===== src/hdl/mesf_pkg.sv =====
package mesf_pkg;

  // field and state widths
  localparam int COORD_BITS = 16;
  localparam int OUT_BITS   = COORD_BITS + 1;
  localparam int RAD_BITS   = 10;
  localparam int RADIUS_MAX = 1023;
  localparam int STEP_BITS  = 12;
  localparam int SQ_BITS    = 2 * RAD_BITS;
  localparam int SLOPE_BITS = 33;
  localparam int DEC_BITS   = 48;
  localparam int MUL_BITS   = 2 * STEP_BITS;
  localparam int PROD_BITS  = 2 * MUL_BITS;

  // request kinds
  localparam logic REQ_START = 1'b0;
  localparam logic REQ_STEP  = 1'b1;

  // multiplier operand selects
  localparam logic [2:0] MUL_RX_RX     = 3'd0;
  localparam logic [2:0] MUL_RY_RY     = 3'd1;
  localparam logic [2:0] MUL_RXSQ_RY   = 3'd2;
  localparam logic [2:0] MUL_TX_TX     = 3'd3;
  localparam logic [2:0] MUL_TY_TY     = 3'd4;
  localparam logic [2:0] MUL_RYSQ_A    = 3'd5;
  localparam logic [2:0] MUL_RXSQ_B    = 3'd6;
  localparam logic [2:0] MUL_RXSQ_RYSQ = 3'd7;

  // product write-back selects
  localparam logic [3:0] WR_NONE    = 4'd0;
  localparam logic [3:0] WR_RXSQ    = 4'd1;
  localparam logic [3:0] WR_RYSQ    = 4'd2;
  localparam logic [3:0] WR_P1      = 4'd3;
  localparam logic [3:0] WR_A       = 4'd4;
  localparam logic [3:0] WR_B       = 4'd5;
  localparam logic [3:0] WR_ACC     = 4'd6;
  localparam logic [3:0] WR_ACC_ADD = 4'd7;
  localparam logic [3:0] WR_P2      = 4'd8;

  typedef struct packed {
    logic       load;
    logic [2:0] mul_sel;
    logic [3:0] wr_sel;
    logic       step1;
    logic       step2;
  } mesf_cmd_t;

  typedef struct packed {
    logic sw_due;
    logic y_end;
    logic out_busy;
  } mesf_sts_t;

  // quarter units to whole units, truncating toward zero
  function automatic logic signed [DEC_BITS-1:0] trunc_quarter(
    input logic signed [DEC_BITS-1:0] q
  );
    logic signed [DEC_BITS-1:0] bias;
    bias = q[DEC_BITS-1] ? DEC_BITS'(3) : '0;
    return (q + bias) >>> 2;
  endfunction

endpackage


===== src/hdl/mesf_if.sv =====
interface mesf_in_if;
  logic                                     valid;
  logic                                     ready;
  logic                                     req_type;
  logic signed [mesf_pkg::COORD_BITS-1:0]   ctr_x;
  logic signed [mesf_pkg::COORD_BITS-1:0]   ctr_y;
  logic        [mesf_pkg::RAD_BITS-1:0]     rad_x;
  logic        [mesf_pkg::RAD_BITS-1:0]     rad_y;

  modport source (output valid, req_type, ctr_x, ctr_y, rad_x, rad_y,
                  input ready);
  modport sink   (input valid, req_type, ctr_x, ctr_y, rad_x, rad_y,
                  output ready);
endinterface

interface mesf_out_if;
  logic                                   valid;
  logic                                   ready;
  logic signed [mesf_pkg::OUT_BITS-1:0]   span_left;
  logic signed [mesf_pkg::OUT_BITS-1:0]   span_right;
  logic signed [mesf_pkg::OUT_BITS-1:0]   row_below;
  logic signed [mesf_pkg::OUT_BITS-1:0]   row_above;
  logic                                   last_span;

  modport source (output valid, span_left, span_right, row_below, row_above, last_span,
                  input ready);
  modport sink   (input valid, span_left, span_right, row_below, row_above, last_span,
                  output ready);
endinterface


===== src/hdl/mesf_dp.sv =====
module mesf_dp (
  input  logic                                   clk,
  input  logic                                   rst_n,
  input  mesf_pkg::mesf_cmd_t                    cmd,
  output mesf_pkg::mesf_sts_t                    sts,
  input  logic signed [mesf_pkg::COORD_BITS-1:0] ctr_x,
  input  logic signed [mesf_pkg::COORD_BITS-1:0] ctr_y,
  input  logic        [mesf_pkg::RAD_BITS-1:0]   rad_x,
  input  logic        [mesf_pkg::RAD_BITS-1:0]   rad_y,
  input  logic                                   out_ready,
  output logic                                   out_valid,
  output logic signed [mesf_pkg::OUT_BITS-1:0]   span_left,
  output logic signed [mesf_pkg::OUT_BITS-1:0]   span_right,
  output logic signed [mesf_pkg::OUT_BITS-1:0]   row_below,
  output logic signed [mesf_pkg::OUT_BITS-1:0]   row_above,
  output logic                                   last_span
);

  logic signed [mesf_pkg::COORD_BITS-1:0] origin_x_r, origin_y_r;
  logic        [mesf_pkg::RAD_BITS-1:0]   rx_r, ry_r;
  logic        [mesf_pkg::RAD_BITS-1:0]   rx_clamp, ry_clamp;
  logic signed [mesf_pkg::STEP_BITS-1:0]  step_x_r, step_y_r;
  logic        [mesf_pkg::SQ_BITS-1:0]    rx_sq_r, ry_sq_r;
  logic signed [mesf_pkg::SLOPE_BITS-1:0] slope_px_r, slope_py_r;
  logic signed [mesf_pkg::DEC_BITS-1:0]   decision_r, acc_r;
  logic        [mesf_pkg::MUL_BITS-1:0]   tmp_a_r, tmp_b_r;
  logic        [mesf_pkg::PROD_BITS-1:0]  prod_r;
  logic        [mesf_pkg::MUL_BITS-1:0]   mul_a, mul_b;
  logic        [mesf_pkg::PROD_BITS-1:0]  mul_p;
  logic        [mesf_pkg::STEP_BITS-1:0]  tx, ty_abs;
  logic signed [mesf_pkg::STEP_BITS-1:0]  ty;
  logic signed [mesf_pkg::SLOPE_BITS-1:0] two_rx_sq, two_ry_sq, spx_inc, spy_dec;
  logic signed [mesf_pkg::DEC_BITS-1:0]   prod_s, prod_x4, rx_sq_s, ry_sq_s;
  logic signed [mesf_pkg::DEC_BITS-1:0]   spx_inc_s, spy_dec_s, q1, q2;
  logic signed [mesf_pkg::DEC_BITS-1:0]   d_r1_neg, d_r1_pos, d_r2_pos, d_r2_neg;
  logic                                   dec_pos;
  logic                                   out_valid_r, last_span_r;
  logic signed [mesf_pkg::OUT_BITS-1:0]   span_left_r, span_right_r;
  logic signed [mesf_pkg::OUT_BITS-1:0]   row_below_r, row_above_r;
  logic signed [mesf_pkg::OUT_BITS-1:0]   ox_ext, oy_ext, x_ext, y_ext;

  assign rx_clamp = (rad_x > mesf_pkg::RAD_BITS'(mesf_pkg::RADIUS_MAX)) ?
                    mesf_pkg::RAD_BITS'(mesf_pkg::RADIUS_MAX) : rad_x;
  assign ry_clamp = (rad_y > mesf_pkg::RAD_BITS'(mesf_pkg::RADIUS_MAX)) ?
                    mesf_pkg::RAD_BITS'(mesf_pkg::RADIUS_MAX) : rad_y;

  // region-switch operands: 2x+1 and |y-1| (x is never negative)
  assign tx     = {step_x_r[mesf_pkg::STEP_BITS-2:0], 1'b1};
  assign ty     = step_y_r - mesf_pkg::STEP_BITS'(1);
  assign ty_abs = ty[mesf_pkg::STEP_BITS-1] ? (-ty) : ty;

  always_comb begin
    case (cmd.mul_sel)
      mesf_pkg::MUL_RX_RX: begin
        mul_a = mesf_pkg::MUL_BITS'(rx_r);
        mul_b = mesf_pkg::MUL_BITS'(rx_r);
      end
      mesf_pkg::MUL_RY_RY: begin
        mul_a = mesf_pkg::MUL_BITS'(ry_r);
        mul_b = mesf_pkg::MUL_BITS'(ry_r);
      end
      mesf_pkg::MUL_RXSQ_RY: begin
        mul_a = mesf_pkg::MUL_BITS'(rx_sq_r);
        mul_b = mesf_pkg::MUL_BITS'(ry_r);
      end
      mesf_pkg::MUL_TX_TX: begin
        mul_a = mesf_pkg::MUL_BITS'(tx);
        mul_b = mesf_pkg::MUL_BITS'(tx);
      end
      mesf_pkg::MUL_TY_TY: begin
        mul_a = mesf_pkg::MUL_BITS'(ty_abs);
        mul_b = mesf_pkg::MUL_BITS'(ty_abs);
      end
      mesf_pkg::MUL_RYSQ_A: begin
        mul_a = mesf_pkg::MUL_BITS'(ry_sq_r);
        mul_b = tmp_a_r;
      end
      mesf_pkg::MUL_RXSQ_B: begin
        mul_a = mesf_pkg::MUL_BITS'(rx_sq_r);
        mul_b = tmp_b_r;
      end
      mesf_pkg::MUL_RXSQ_RYSQ: begin
        mul_a = mesf_pkg::MUL_BITS'(rx_sq_r);
        mul_b = mesf_pkg::MUL_BITS'(ry_sq_r);
      end
      default: begin
        mul_a = '0;
        mul_b = '0;
      end
    endcase
  end

  assign mul_p = mul_a * mul_b;

  assign prod_s  = $signed(mesf_pkg::DEC_BITS'(prod_r));
  assign prod_x4 = prod_s <<< 2;
  assign rx_sq_s = $signed(mesf_pkg::DEC_BITS'(rx_sq_r));
  assign ry_sq_s = $signed(mesf_pkg::DEC_BITS'(ry_sq_r));

  // 4*p1 = 4*ry^2 - 4*rx^2*ry + rx^2 ; 4*p2 = acc - 4*rx^2*ry^2
  assign q1 = (ry_sq_s <<< 2) - prod_x4 + rx_sq_s;
  assign q2 = acc_r - prod_x4;

  assign two_rx_sq = $signed(mesf_pkg::SLOPE_BITS'({rx_sq_r, 1'b0}));
  assign two_ry_sq = $signed(mesf_pkg::SLOPE_BITS'({ry_sq_r, 1'b0}));
  assign spx_inc   = slope_px_r + two_ry_sq;
  assign spy_dec   = slope_py_r - two_rx_sq;
  assign spx_inc_s = mesf_pkg::DEC_BITS'(spx_inc);
  assign spy_dec_s = mesf_pkg::DEC_BITS'(spy_dec);

  assign d_r1_neg = decision_r + ry_sq_s + spx_inc_s;
  assign d_r1_pos = decision_r + ry_sq_s + spx_inc_s - spy_dec_s;
  assign dec_pos  = !decision_r[mesf_pkg::DEC_BITS-1] && (decision_r != '0);
  assign d_r2_pos = decision_r + rx_sq_s - spy_dec_s;
  assign d_r2_neg = decision_r + rx_sq_s - spy_dec_s + spx_inc_s;

  assign ox_ext = mesf_pkg::OUT_BITS'(origin_x_r);
  assign oy_ext = mesf_pkg::OUT_BITS'(origin_y_r);
  assign x_ext  = mesf_pkg::OUT_BITS'(step_x_r);
  assign y_ext  = mesf_pkg::OUT_BITS'(step_y_r);

  always_ff @(posedge clk) begin
    prod_r <= mul_p;

    if (cmd.load) begin
      origin_x_r <= ctr_x;
      origin_y_r <= ctr_y;
      rx_r       <= rx_clamp;
      ry_r       <= ry_clamp;
      step_x_r   <= '0;
      step_y_r   <= mesf_pkg::STEP_BITS'(ry_clamp);
      slope_px_r <= '0;
    end

    if (cmd.step1 || cmd.step2) begin
      span_left_r  <= ox_ext - x_ext;
      span_right_r <= ox_ext + x_ext;
      row_below_r  <= oy_ext + y_ext;
      row_above_r  <= oy_ext - y_ext;
      last_span_r  <= cmd.step2 && sts.y_end;
    end

    if (cmd.step1) begin
      step_x_r   <= step_x_r + mesf_pkg::STEP_BITS'(1);
      slope_px_r <= spx_inc;
      if (decision_r[mesf_pkg::DEC_BITS-1]) begin
        decision_r <= d_r1_neg;
      end else begin
        step_y_r   <= step_y_r - mesf_pkg::STEP_BITS'(1);
        slope_py_r <= spy_dec;
        decision_r <= d_r1_pos;
      end
    end

    if (cmd.step2) begin
      step_y_r   <= step_y_r - mesf_pkg::STEP_BITS'(1);
      slope_py_r <= spy_dec;
      if (dec_pos) begin
        decision_r <= d_r2_pos;
      end else begin
        step_x_r   <= step_x_r + mesf_pkg::STEP_BITS'(1);
        slope_px_r <= spx_inc;
        decision_r <= d_r2_neg;
      end
    end

    case (cmd.wr_sel)
      mesf_pkg::WR_RXSQ: rx_sq_r <= prod_r[mesf_pkg::SQ_BITS-1:0];
      mesf_pkg::WR_RYSQ: ry_sq_r <= prod_r[mesf_pkg::SQ_BITS-1:0];
      mesf_pkg::WR_P1: begin
        slope_py_r <= $signed({prod_r[mesf_pkg::SLOPE_BITS-2:0], 1'b0});
        decision_r <= mesf_pkg::trunc_quarter(q1);
      end
      mesf_pkg::WR_A:       tmp_a_r <= prod_r[mesf_pkg::MUL_BITS-1:0];
      mesf_pkg::WR_B:       tmp_b_r <= prod_r[mesf_pkg::MUL_BITS-1:0];
      mesf_pkg::WR_ACC:     acc_r   <= prod_s;
      mesf_pkg::WR_ACC_ADD: acc_r   <= acc_r + prod_x4;
      mesf_pkg::WR_P2:      decision_r <= mesf_pkg::trunc_quarter(q2);
      default: ;
    endcase
  end

  always_ff @(posedge clk) begin
    if (!rst_n) begin
      out_valid_r <= 1'b0;
    end else if (cmd.step1 || cmd.step2) begin
      out_valid_r <= 1'b1;
    end else if (out_ready) begin
      out_valid_r <= 1'b0;
    end
  end

  assign sts.sw_due   = !(slope_px_r < slope_py_r);
  assign sts.y_end    = step_y_r[mesf_pkg::STEP_BITS-1] || (step_y_r == '0);
  assign sts.out_busy = out_valid_r && !out_ready;

  assign out_valid  = out_valid_r;
  assign span_left  = span_left_r;
  assign span_right = span_right_r;
  assign row_below  = row_below_r;
  assign row_above  = row_above_r;
  assign last_span  = last_span_r;

endmodule


===== src/hdl/mesf_ctrl.sv =====
module mesf_ctrl (
  input  logic                clk,
  input  logic                rst_n,
  input  logic                in_valid,
  input  logic                req_type,
  output logic                in_ready,
  output mesf_pkg::mesf_cmd_t cmd,
  input  mesf_pkg::mesf_sts_t sts
);

  localparam logic [3:0] ST_IDLE  = 4'd0;
  localparam logic [3:0] ST_R1    = 4'd1;
  localparam logic [3:0] ST_R2    = 4'd2;
  localparam logic [3:0] ST_SQX   = 4'd3;
  localparam logic [3:0] ST_SQY   = 4'd4;
  localparam logic [3:0] ST_RXRY  = 4'd5;
  localparam logic [3:0] ST_P1    = 4'd6;
  localparam logic [3:0] ST_SW1   = 4'd7;
  localparam logic [3:0] ST_SW2   = 4'd8;
  localparam logic [3:0] ST_SW3   = 4'd9;
  localparam logic [3:0] ST_SW4   = 4'd10;
  localparam logic [3:0] ST_SW5   = 4'd11;
  localparam logic [3:0] ST_SW6   = 4'd12;
  localparam logic [3:0] ST_EMIT2 = 4'd13;

  logic [3:0] state_r, state_nxt;
  logic       waiting, in_fire;

  assign waiting  = (state_r == ST_IDLE) || (state_r == ST_R1) || (state_r == ST_R2);
  assign in_ready = waiting && !sts.out_busy;
  assign in_fire  = in_valid && in_ready;

  always_comb begin
    cmd         = '0;
    cmd.mul_sel = mesf_pkg::MUL_RX_RX;
    cmd.wr_sel  = mesf_pkg::WR_NONE;
    state_nxt   = state_r;
    case (state_r)
      ST_IDLE, ST_R1, ST_R2: begin
        if (in_fire) begin
          if (req_type == mesf_pkg::REQ_START) begin
            cmd.load  = 1'b1;
            state_nxt = ST_SQX;
          end else if (state_r == ST_R1) begin
            if (sts.sw_due) begin
              state_nxt = ST_SW1;
            end else begin
              cmd.step1 = 1'b1;
            end
          end else if (state_r == ST_R2) begin
            cmd.step2 = 1'b1;
            if (sts.y_end) begin
              state_nxt = ST_IDLE;
            end
          end
        end
      end
      ST_SQX: begin
        cmd.mul_sel = mesf_pkg::MUL_RX_RX;
        state_nxt   = ST_SQY;
      end
      ST_SQY: begin
        cmd.mul_sel = mesf_pkg::MUL_RY_RY;
        cmd.wr_sel  = mesf_pkg::WR_RXSQ;
        state_nxt   = ST_RXRY;
      end
      ST_RXRY: begin
        cmd.mul_sel = mesf_pkg::MUL_RXSQ_RY;
        cmd.wr_sel  = mesf_pkg::WR_RYSQ;
        state_nxt   = ST_P1;
      end
      ST_P1: begin
        cmd.wr_sel = mesf_pkg::WR_P1;
        state_nxt  = ST_R1;
      end
      ST_SW1: begin
        cmd.mul_sel = mesf_pkg::MUL_TX_TX;
        state_nxt   = ST_SW2;
      end
      ST_SW2: begin
        cmd.mul_sel = mesf_pkg::MUL_TY_TY;
        cmd.wr_sel  = mesf_pkg::WR_A;
        state_nxt   = ST_SW3;
      end
      ST_SW3: begin
        cmd.mul_sel = mesf_pkg::MUL_RYSQ_A;
        cmd.wr_sel  = mesf_pkg::WR_B;
        state_nxt   = ST_SW4;
      end
      ST_SW4: begin
        cmd.mul_sel = mesf_pkg::MUL_RXSQ_B;
        cmd.wr_sel  = mesf_pkg::WR_ACC;
        state_nxt   = ST_SW5;
      end
      ST_SW5: begin
        cmd.mul_sel = mesf_pkg::MUL_RXSQ_RYSQ;
        cmd.wr_sel  = mesf_pkg::WR_ACC_ADD;
        state_nxt   = ST_SW6;
      end
      ST_SW6: begin
        cmd.wr_sel = mesf_pkg::WR_P2;
        state_nxt  = ST_EMIT2;
      end
      ST_EMIT2: begin
        cmd.step2 = 1'b1;
        state_nxt = sts.y_end ? ST_IDLE : ST_R2;
      end
      default: state_nxt = ST_IDLE;
    endcase
  end

  always_ff @(posedge clk) begin
    if (!rst_n) begin
      state_r <= ST_IDLE;
    end else begin
      state_r <= state_nxt;
    end
  end

  a_start_seq: assert property (@(posedge clk) disable iff (!rst_n)
    (in_fire && req_type == mesf_pkg::REQ_START) |-> ##5 (state_r == ST_R1))
    else $error("start sequence did not reach region one");

  a_switch_seq: assert property (@(posedge clk) disable iff (!rst_n)
    (in_fire && state_r == ST_R1 && req_type == mesf_pkg::REQ_STEP && sts.sw_due)
    |-> ##7 cmd.step2)
    else $error("region switch did not emit its pair");

  a_out_free: assert property (@(posedge clk) disable iff (!rst_n)
    (cmd.step1 || cmd.step2) |-> !sts.out_busy)
    else $error("step issued while output register occupied");

  a_end_idle: assert property (@(posedge clk) disable iff (!rst_n)
    (cmd.step2 && sts.y_end) |=> (state_r == ST_IDLE))
    else $error("last pair did not return to idle");

endmodule


===== src/hdl/midpoint_ellipse_span_fill.sv =====
// Filled-ellipse span generator (two-region midpoint). A start request loads
// centre and radii and gives no result; after acceptance it occupies the
// block while the shared 24x24 multiplier forms rx^2, ry^2 and rx^2*ry and
// the region-one decision value is set. Each step request then returns one
// mirrored span pair. An ordinary step is taken in the cycle it is accepted
// and the pair appears in the output register on the next cycle, so steps
// run at one per cycle while the sink keeps ready high. On the single step
// where region one gives way to region two, passes through the multiplier
// and its write-back form the region-two decision value before the pair is
// emitted. A step while idle is accepted and dropped; a start between steps
// restarts the ellipse. The pair that carries last_span puts the block back
// to idle. Requests are not accepted while the multiplier sequence runs or
// while an undelivered pair is held.

module midpoint_ellipse_span_fill (
  input  logic        clk,
  input  logic        rst_n,
  mesf_in_if.sink     in_ch,
  mesf_out_if.source  out_ch
);

  mesf_pkg::mesf_cmd_t cmd;
  mesf_pkg::mesf_sts_t sts;

  // sequencer: owns the request handshake and the multiplier schedule
  mesf_ctrl u_ctrl (
    .clk      (clk),
    .rst_n    (rst_n),
    .in_valid (in_ch.valid),
    .req_type (in_ch.req_type),
    .in_ready (in_ch.ready),
    .cmd      (cmd),
    .sts      (sts)
  );

  // datapath: ellipse state, shared multiplier, incremental update, output reg
  mesf_dp u_dp (
    .clk        (clk),
    .rst_n      (rst_n),
    .cmd        (cmd),
    .sts        (sts),
    .ctr_x      (in_ch.ctr_x),
    .ctr_y      (in_ch.ctr_y),
    .rad_x      (in_ch.rad_x),
    .rad_y      (in_ch.rad_y),
    .out_ready  (out_ch.ready),
    .out_valid  (out_ch.valid),
    .span_left  (out_ch.span_left),
    .span_right (out_ch.span_right),
    .row_below  (out_ch.row_below),
    .row_above  (out_ch.row_above),
    .last_span  (out_ch.last_span)
  );

endmodule

===== src/flat_wrapper.sv =====
// flat-port wrapper written by rule: the top's interface ports become plain ports
module midpoint_ellipse_span_fill_flat 
  (clk, rst_n, in_ch_valid, in_ch_req_type, in_ch_ctr_x, in_ch_ctr_y, in_ch_rad_x, in_ch_rad_y, in_ch_ready, out_ch_valid, out_ch_span_left, out_ch_span_right, out_ch_row_below, out_ch_row_above, out_ch_last_span, out_ch_ready);
  mesf_in_if in_ch_i ();
  mesf_out_if out_ch_i ();
  input  logic clk;
  input  logic rst_n;
  input wire logic [$bits(in_ch_i.valid)-1:0] in_ch_valid;
  input wire logic [$bits(in_ch_i.req_type)-1:0] in_ch_req_type;
  input wire logic [$bits(in_ch_i.ctr_x)-1:0] in_ch_ctr_x;
  input wire logic [$bits(in_ch_i.ctr_y)-1:0] in_ch_ctr_y;
  input wire logic [$bits(in_ch_i.rad_x)-1:0] in_ch_rad_x;
  input wire logic [$bits(in_ch_i.rad_y)-1:0] in_ch_rad_y;
  output wire logic [$bits(in_ch_i.ready)-1:0] in_ch_ready;
  output wire logic [$bits(out_ch_i.valid)-1:0] out_ch_valid;
  output wire logic [$bits(out_ch_i.span_left)-1:0] out_ch_span_left;
  output wire logic [$bits(out_ch_i.span_right)-1:0] out_ch_span_right;
  output wire logic [$bits(out_ch_i.row_below)-1:0] out_ch_row_below;
  output wire logic [$bits(out_ch_i.row_above)-1:0] out_ch_row_above;
  output wire logic [$bits(out_ch_i.last_span)-1:0] out_ch_last_span;
  input wire logic [$bits(out_ch_i.ready)-1:0] out_ch_ready;
  assign in_ch_i.valid = in_ch_valid;
  assign in_ch_i.req_type = in_ch_req_type;
  assign in_ch_i.ctr_x = in_ch_ctr_x;
  assign in_ch_i.ctr_y = in_ch_ctr_y;
  assign in_ch_i.rad_x = in_ch_rad_x;
  assign in_ch_i.rad_y = in_ch_rad_y;
  assign in_ch_ready = in_ch_i.ready;
  assign out_ch_valid = out_ch_i.valid;
  assign out_ch_span_left = out_ch_i.span_left;
  assign out_ch_span_right = out_ch_i.span_right;
  assign out_ch_row_below = out_ch_i.row_below;
  assign out_ch_row_above = out_ch_i.row_above;
  assign out_ch_last_span = out_ch_i.last_span;
  assign out_ch_i.ready = out_ch_ready;
  midpoint_ellipse_span_fill u_core (.clk(clk), .rst_n(rst_n), .in_ch(in_ch_i), .out_ch(out_ch_i));
endmodule

===== config.mk =====
export PLATFORM = sky130hd
export DESIGN_NAME = midpoint_ellipse_span_fill_flat
export DESIGN_NICKNAME = d
export VERILOG_FILES = /design/src/hdl/mesf_pkg.sv /design/src/hdl/mesf_if.sv /design/src/hdl/mesf_dp.sv /design/src/hdl/mesf_ctrl.sv /design/src/hdl/midpoint_ellipse_span_fill.sv /design/src/flat_wrapper.sv
export SDC_FILE = /design/constraint.sdc
export NUM_CORES = 2
export LEC_CHECK = 0
export BUFFER_PORTS_ARGS = -buffer_cell sky130_fd_sc_hd__buf_2
export CELL_PAD_IN_SITES_DETAIL_PLACEMENT = 2
export CELL_PAD_IN_SITES_GLOBAL_PLACEMENT = 2
export CORE_MARGIN = 1
export CORE_UTILIZATION = 40
export DETAILED_ROUTE_END_ITERATION = 10
export GPL_TIMING_DRIVEN = 0
export PLACE_DENSITY_LB_ADDON = 0.1
export REMOVE_ABC_BUFFERS = 1
export SLEW_MARGIN = 5
export SYNTH_ARGS = -nofsm -noshare
export SYNTH_HDL_FRONTEND = slang
export SYNTH_SLANG_ARGS = --single-unit

===== constraint.sdc =====
create_clock -name clk -period 18.2 [get_ports clk]
set_input_delay 2.73 -clock clk [delete_from_list [all_inputs] [get_ports clk]]
set_output_delay 2.73 -clock clk [all_outputs]
set_load 0.02 [all_outputs]

==> run_results.csv <==
group,metric,value,unit
timing,worst_slew_pin_slew,1.41,ns
floorplan,std_cell_rows,142,
timing,min_period_over_period,72.6,%
yosys,synthCells,7170,
clocking,hold_buffers,0,
setup_path,slowest_stage,"and2_1",
detailed_routing,wire_per_inst,26.4,um
yosys,synth_area,60900,sq um
cells_and_area,regArea,12300,sq um
floorplan,die_x,392,um
placement,port-buffer-count,127,
setup_path,path_class,"register to register",
floorplan,io_pins,128,
timing,setup_viol_count_final,0,
clocking,cts_buffer_depth,3,
floorplan,die_height,392,um
cells_and_area,post-route-util,43.8,%
timing,finalCriticalPeriod,13.22,ns
timing,skew,0.0836,ns
setup_path,max_stage_delay,1.02,ns
setup_path,arrival,13.78,ns
global_routing,grtUsageTotal,31.4,%
cells_and_area,fin_nets,8332,
global_routing,grt_max_degree,80,
clocking,postCtsSetupRepairBufs,0,
yosys,ys_seq_area_share,20.1,%
timing,fin_setup_tns,0,ns
cells_and_area,multi_input_area,44200,sq um
timing,fin_hold_ws,0.478,ns
detailed_routing,num_vias,54300,
clocking,cts_tree,"yes",
clocking,cts_made_buffers,58,
detailed_routing,drc,1,
yosys,synth.avg_cell_area,8.49,sq um
timing,finalMaxSlewViolations,0,
clocking,clkLatencyLatePin,0.73,ns
timing,slew_headroom,5.92,%
clocking,clockRootBuffer,"clkbuf_16",
timing,hold_violations,0,
placement,post-dp-hpwl,200000,um
clocking,htreeDepth,2,
clocking,cts.repair.resized,0,
clocking,path_clk_slew,0.06,ns
power_and_ir_drop,p_per_area,75.3,nW/um^2
hold_path,hp-class,"register to register",
global_routing,globalRouteOverflowTotal,0,
detailed_routing,drt-pass1-iter-count,11,
floorplan,fp.coreArea,150000,sq um
yosys,yosysUniqueCellTypes,124,
job,max_cap_violations,0,
global_routing,first_global_vias,59200,
detailed_routing,viasPerCell,5.90,
setup_path,start_kind,"register",
floorplan,start_util,40.5,%
yosys,synth_warnings,0,
cells_and_area,drive_gt1_share,6.19,%
power_and_ir_drop,p_leak,29.8,nW
outcome,status,"finished, violations left",
outcome,violations,"design-rule violations",
yosys,synth-edff-count,336,
clocking,cts_sinks,444,
detailed_routing,routed_wl,243000,um
setup_path,crit_top_cell,"fa_1",
global_routing,grt_pass1_wl,367000,um
cells_and_area,synthToLayoutAreaGrowth,8.37,%
yosys,synth_async_sr_flop_share,0,%
yosys,ys.flop_type,"edfxtp_1",
global_routing,antenna_found_initial,4,
cells_and_area,nFillCells,16800,
floorplan,dieArea,154000,sq um
timing,max_freq,75.7,MHz
detailed_routing,drt_first_iter_violations,3182,
timing,rsz0062_at_grt,"no",
yosys,ys_ff_latch,444,
setup_path,path_max_fanout,31,
placement,gp_congestion,0.915,
setup_path,worstPathRequired,18.77,ns
detailed_routing,drtAntennaViolNets,0,
setup_path,cp-end-kind,"register",
power_and_ir_drop,vdd.ir_drop.worst,90.6,uV
==> kinds of logic after synthesis <==
logic type,after synthesis,synth area share [%]
buf+inv,1216,7.67
xor+xnor,501,7.21
simple gates,2061,15.9
fa+ha+maj,1140,29.1
mux,37,0.637
flops,444,20.1
compound gates,1771,19.3
==> flip-flops by register name, summed over array words and instances (netlist names), 12 cells and up <==
signal	cells
u_core.u_dp.decision_r	48
u_core.u_dp.span_left	17
u_core.u_dp.span_right	16
u_core.u_dp.slope_py_r	32
u_core.u_dp.rx_sq_r	20
u_core.u_dp.step_y_r	12
u_core.u_dp.tmp_b_r	24
u_core.u_dp.row_below	17
u_core.u_dp.slope_px_r	33
u_core.u_dp.origin_x_r	16
u_core.u_dp.acc_r	48
u_core.u_dp.step_x_r	12
u_core.u_dp.prod_r	47
u_core.u_dp.origin_y_r	16
u_core.u_dp.tmp_a_r	24
u_core.u_dp.ry_sq_r	20
u_core.u_dp.row_above	16
==> layout by cell type, fill, tap and decap left out, types with 192 or more instances in the layout <==
cell type	instances
o21ai_0	345
edfxtp_1	336
nand2_1	740
nor2_1	518
xnor2_1	357
ha_1	676
fa_1	464
inv_1	943
a21oi_1	445
a21o_1	192
==> per-stage QoR <==
stage,instances,worst slack [ns],power (W),area (sq um)
after floorplan,6901,7.10,0.00295,59800
after global placement,9044,2.12,0.00358,62900
after detailed placement,9091,5.27,0.00369,64000
after CTS,9201,5.09,0.00495,66000
after global routing,9201,4.53,0.00524,66000
final,9203,4.98,0.00497,66000
==> area by class of cell <==
cell class	instances	share of cell area [%]
Antenna cell	2	0.00758
Timing Repair Buffer	174	2.15
Clock inverter	37	0.692
Tap cell	2016	3.82
Multi-Input combinational cell	5510	67.0
Sequential cell	444	18.6
Clock buffer	73	2.36
Inverter	947	5.39
==> per-layer routing <==
layer  GRT usage [%]  share of wire [%]  wire length, um
met1            42.3                 45           110000
met2            53.5                 47           115000
met3            2.64                4.2            10100
met4            8.96                3.0             7330
met5               0             0.0054               13
==> power by group <==
group	switching [W]	internal, W	total, W
logic	0.00153	0.000918	0.00244
registers	0.000114	0.00117	0.00129
clock network	0.000524	0.000713	0.00124
total	0.00216	0.00280	0.00497
==> synthesized netlist by cell type (all sizes together), types with 15 or more instances <==
cell type  number  area [sq um]
nor2          531          1990
nand2b         59           369
a211o          19           166
clkbuf        226           858
mux2i          23           230
or4            15           120
buf            43           260
a21oi         454          2290
a21o          194          1460
o21bai         88           661
a21boi         19           143
or3            29           183
o31a           17           149
o31ai          25           188
o221ai         24           223
and4           16           141
nand3         145           736
dfxtp         108          2160
xnor2         357          3130
o211ai         75           563
nor3          119           617
edfxtp        336         10100
and2           79           499
nor4           41           318
or2            21           131
fa            464          9290
nand2         743          2790
a22oi          39           293
nor2b          66           415
a31o           36           324
a22o           20           175
a221oi         19           166
a31oi          72           450
ha            676          8460
and3           94           596
inv           945          3550
xor2          144          1260
o21ai         366          1840
a221o          18           181
a211oi         58           435
o21a           74           557
nand4          58           378
==> final timing paths <==
path / startpoint / end / slack (ns) / cells after the start
max: u_core.u_ctrl.state_r[2] / u_core.u_dp.prod_r[45] / 4.98 / 31
min reg2reg: u_core.u_ctrl.state_r[1] / u_core.u_ctrl.state_r[1] / 0.48 / 2
max reg2reg: u_core.u_ctrl.state_r[2] / u_core.u_dp.prod_r[45] / 4.98 / 31
min: u_core.u_ctrl.state_r[1] / u_core.u_ctrl.state_r[1] / 0.48 / 2
==> critical path, delay by kind of cell, from the launching register on <==
kind	cells	cell delay (ns)
and+or+nand+nor	9	5.07
buffers and inverters	3	0.15
adders and majority gates	8	3.55
AOI/OAI and AO/OA	10	3.43
DFF	1	0.67
xor gates and xnor gates	1	0.15
Note: power is estimated with default switching activity, not from simulation.
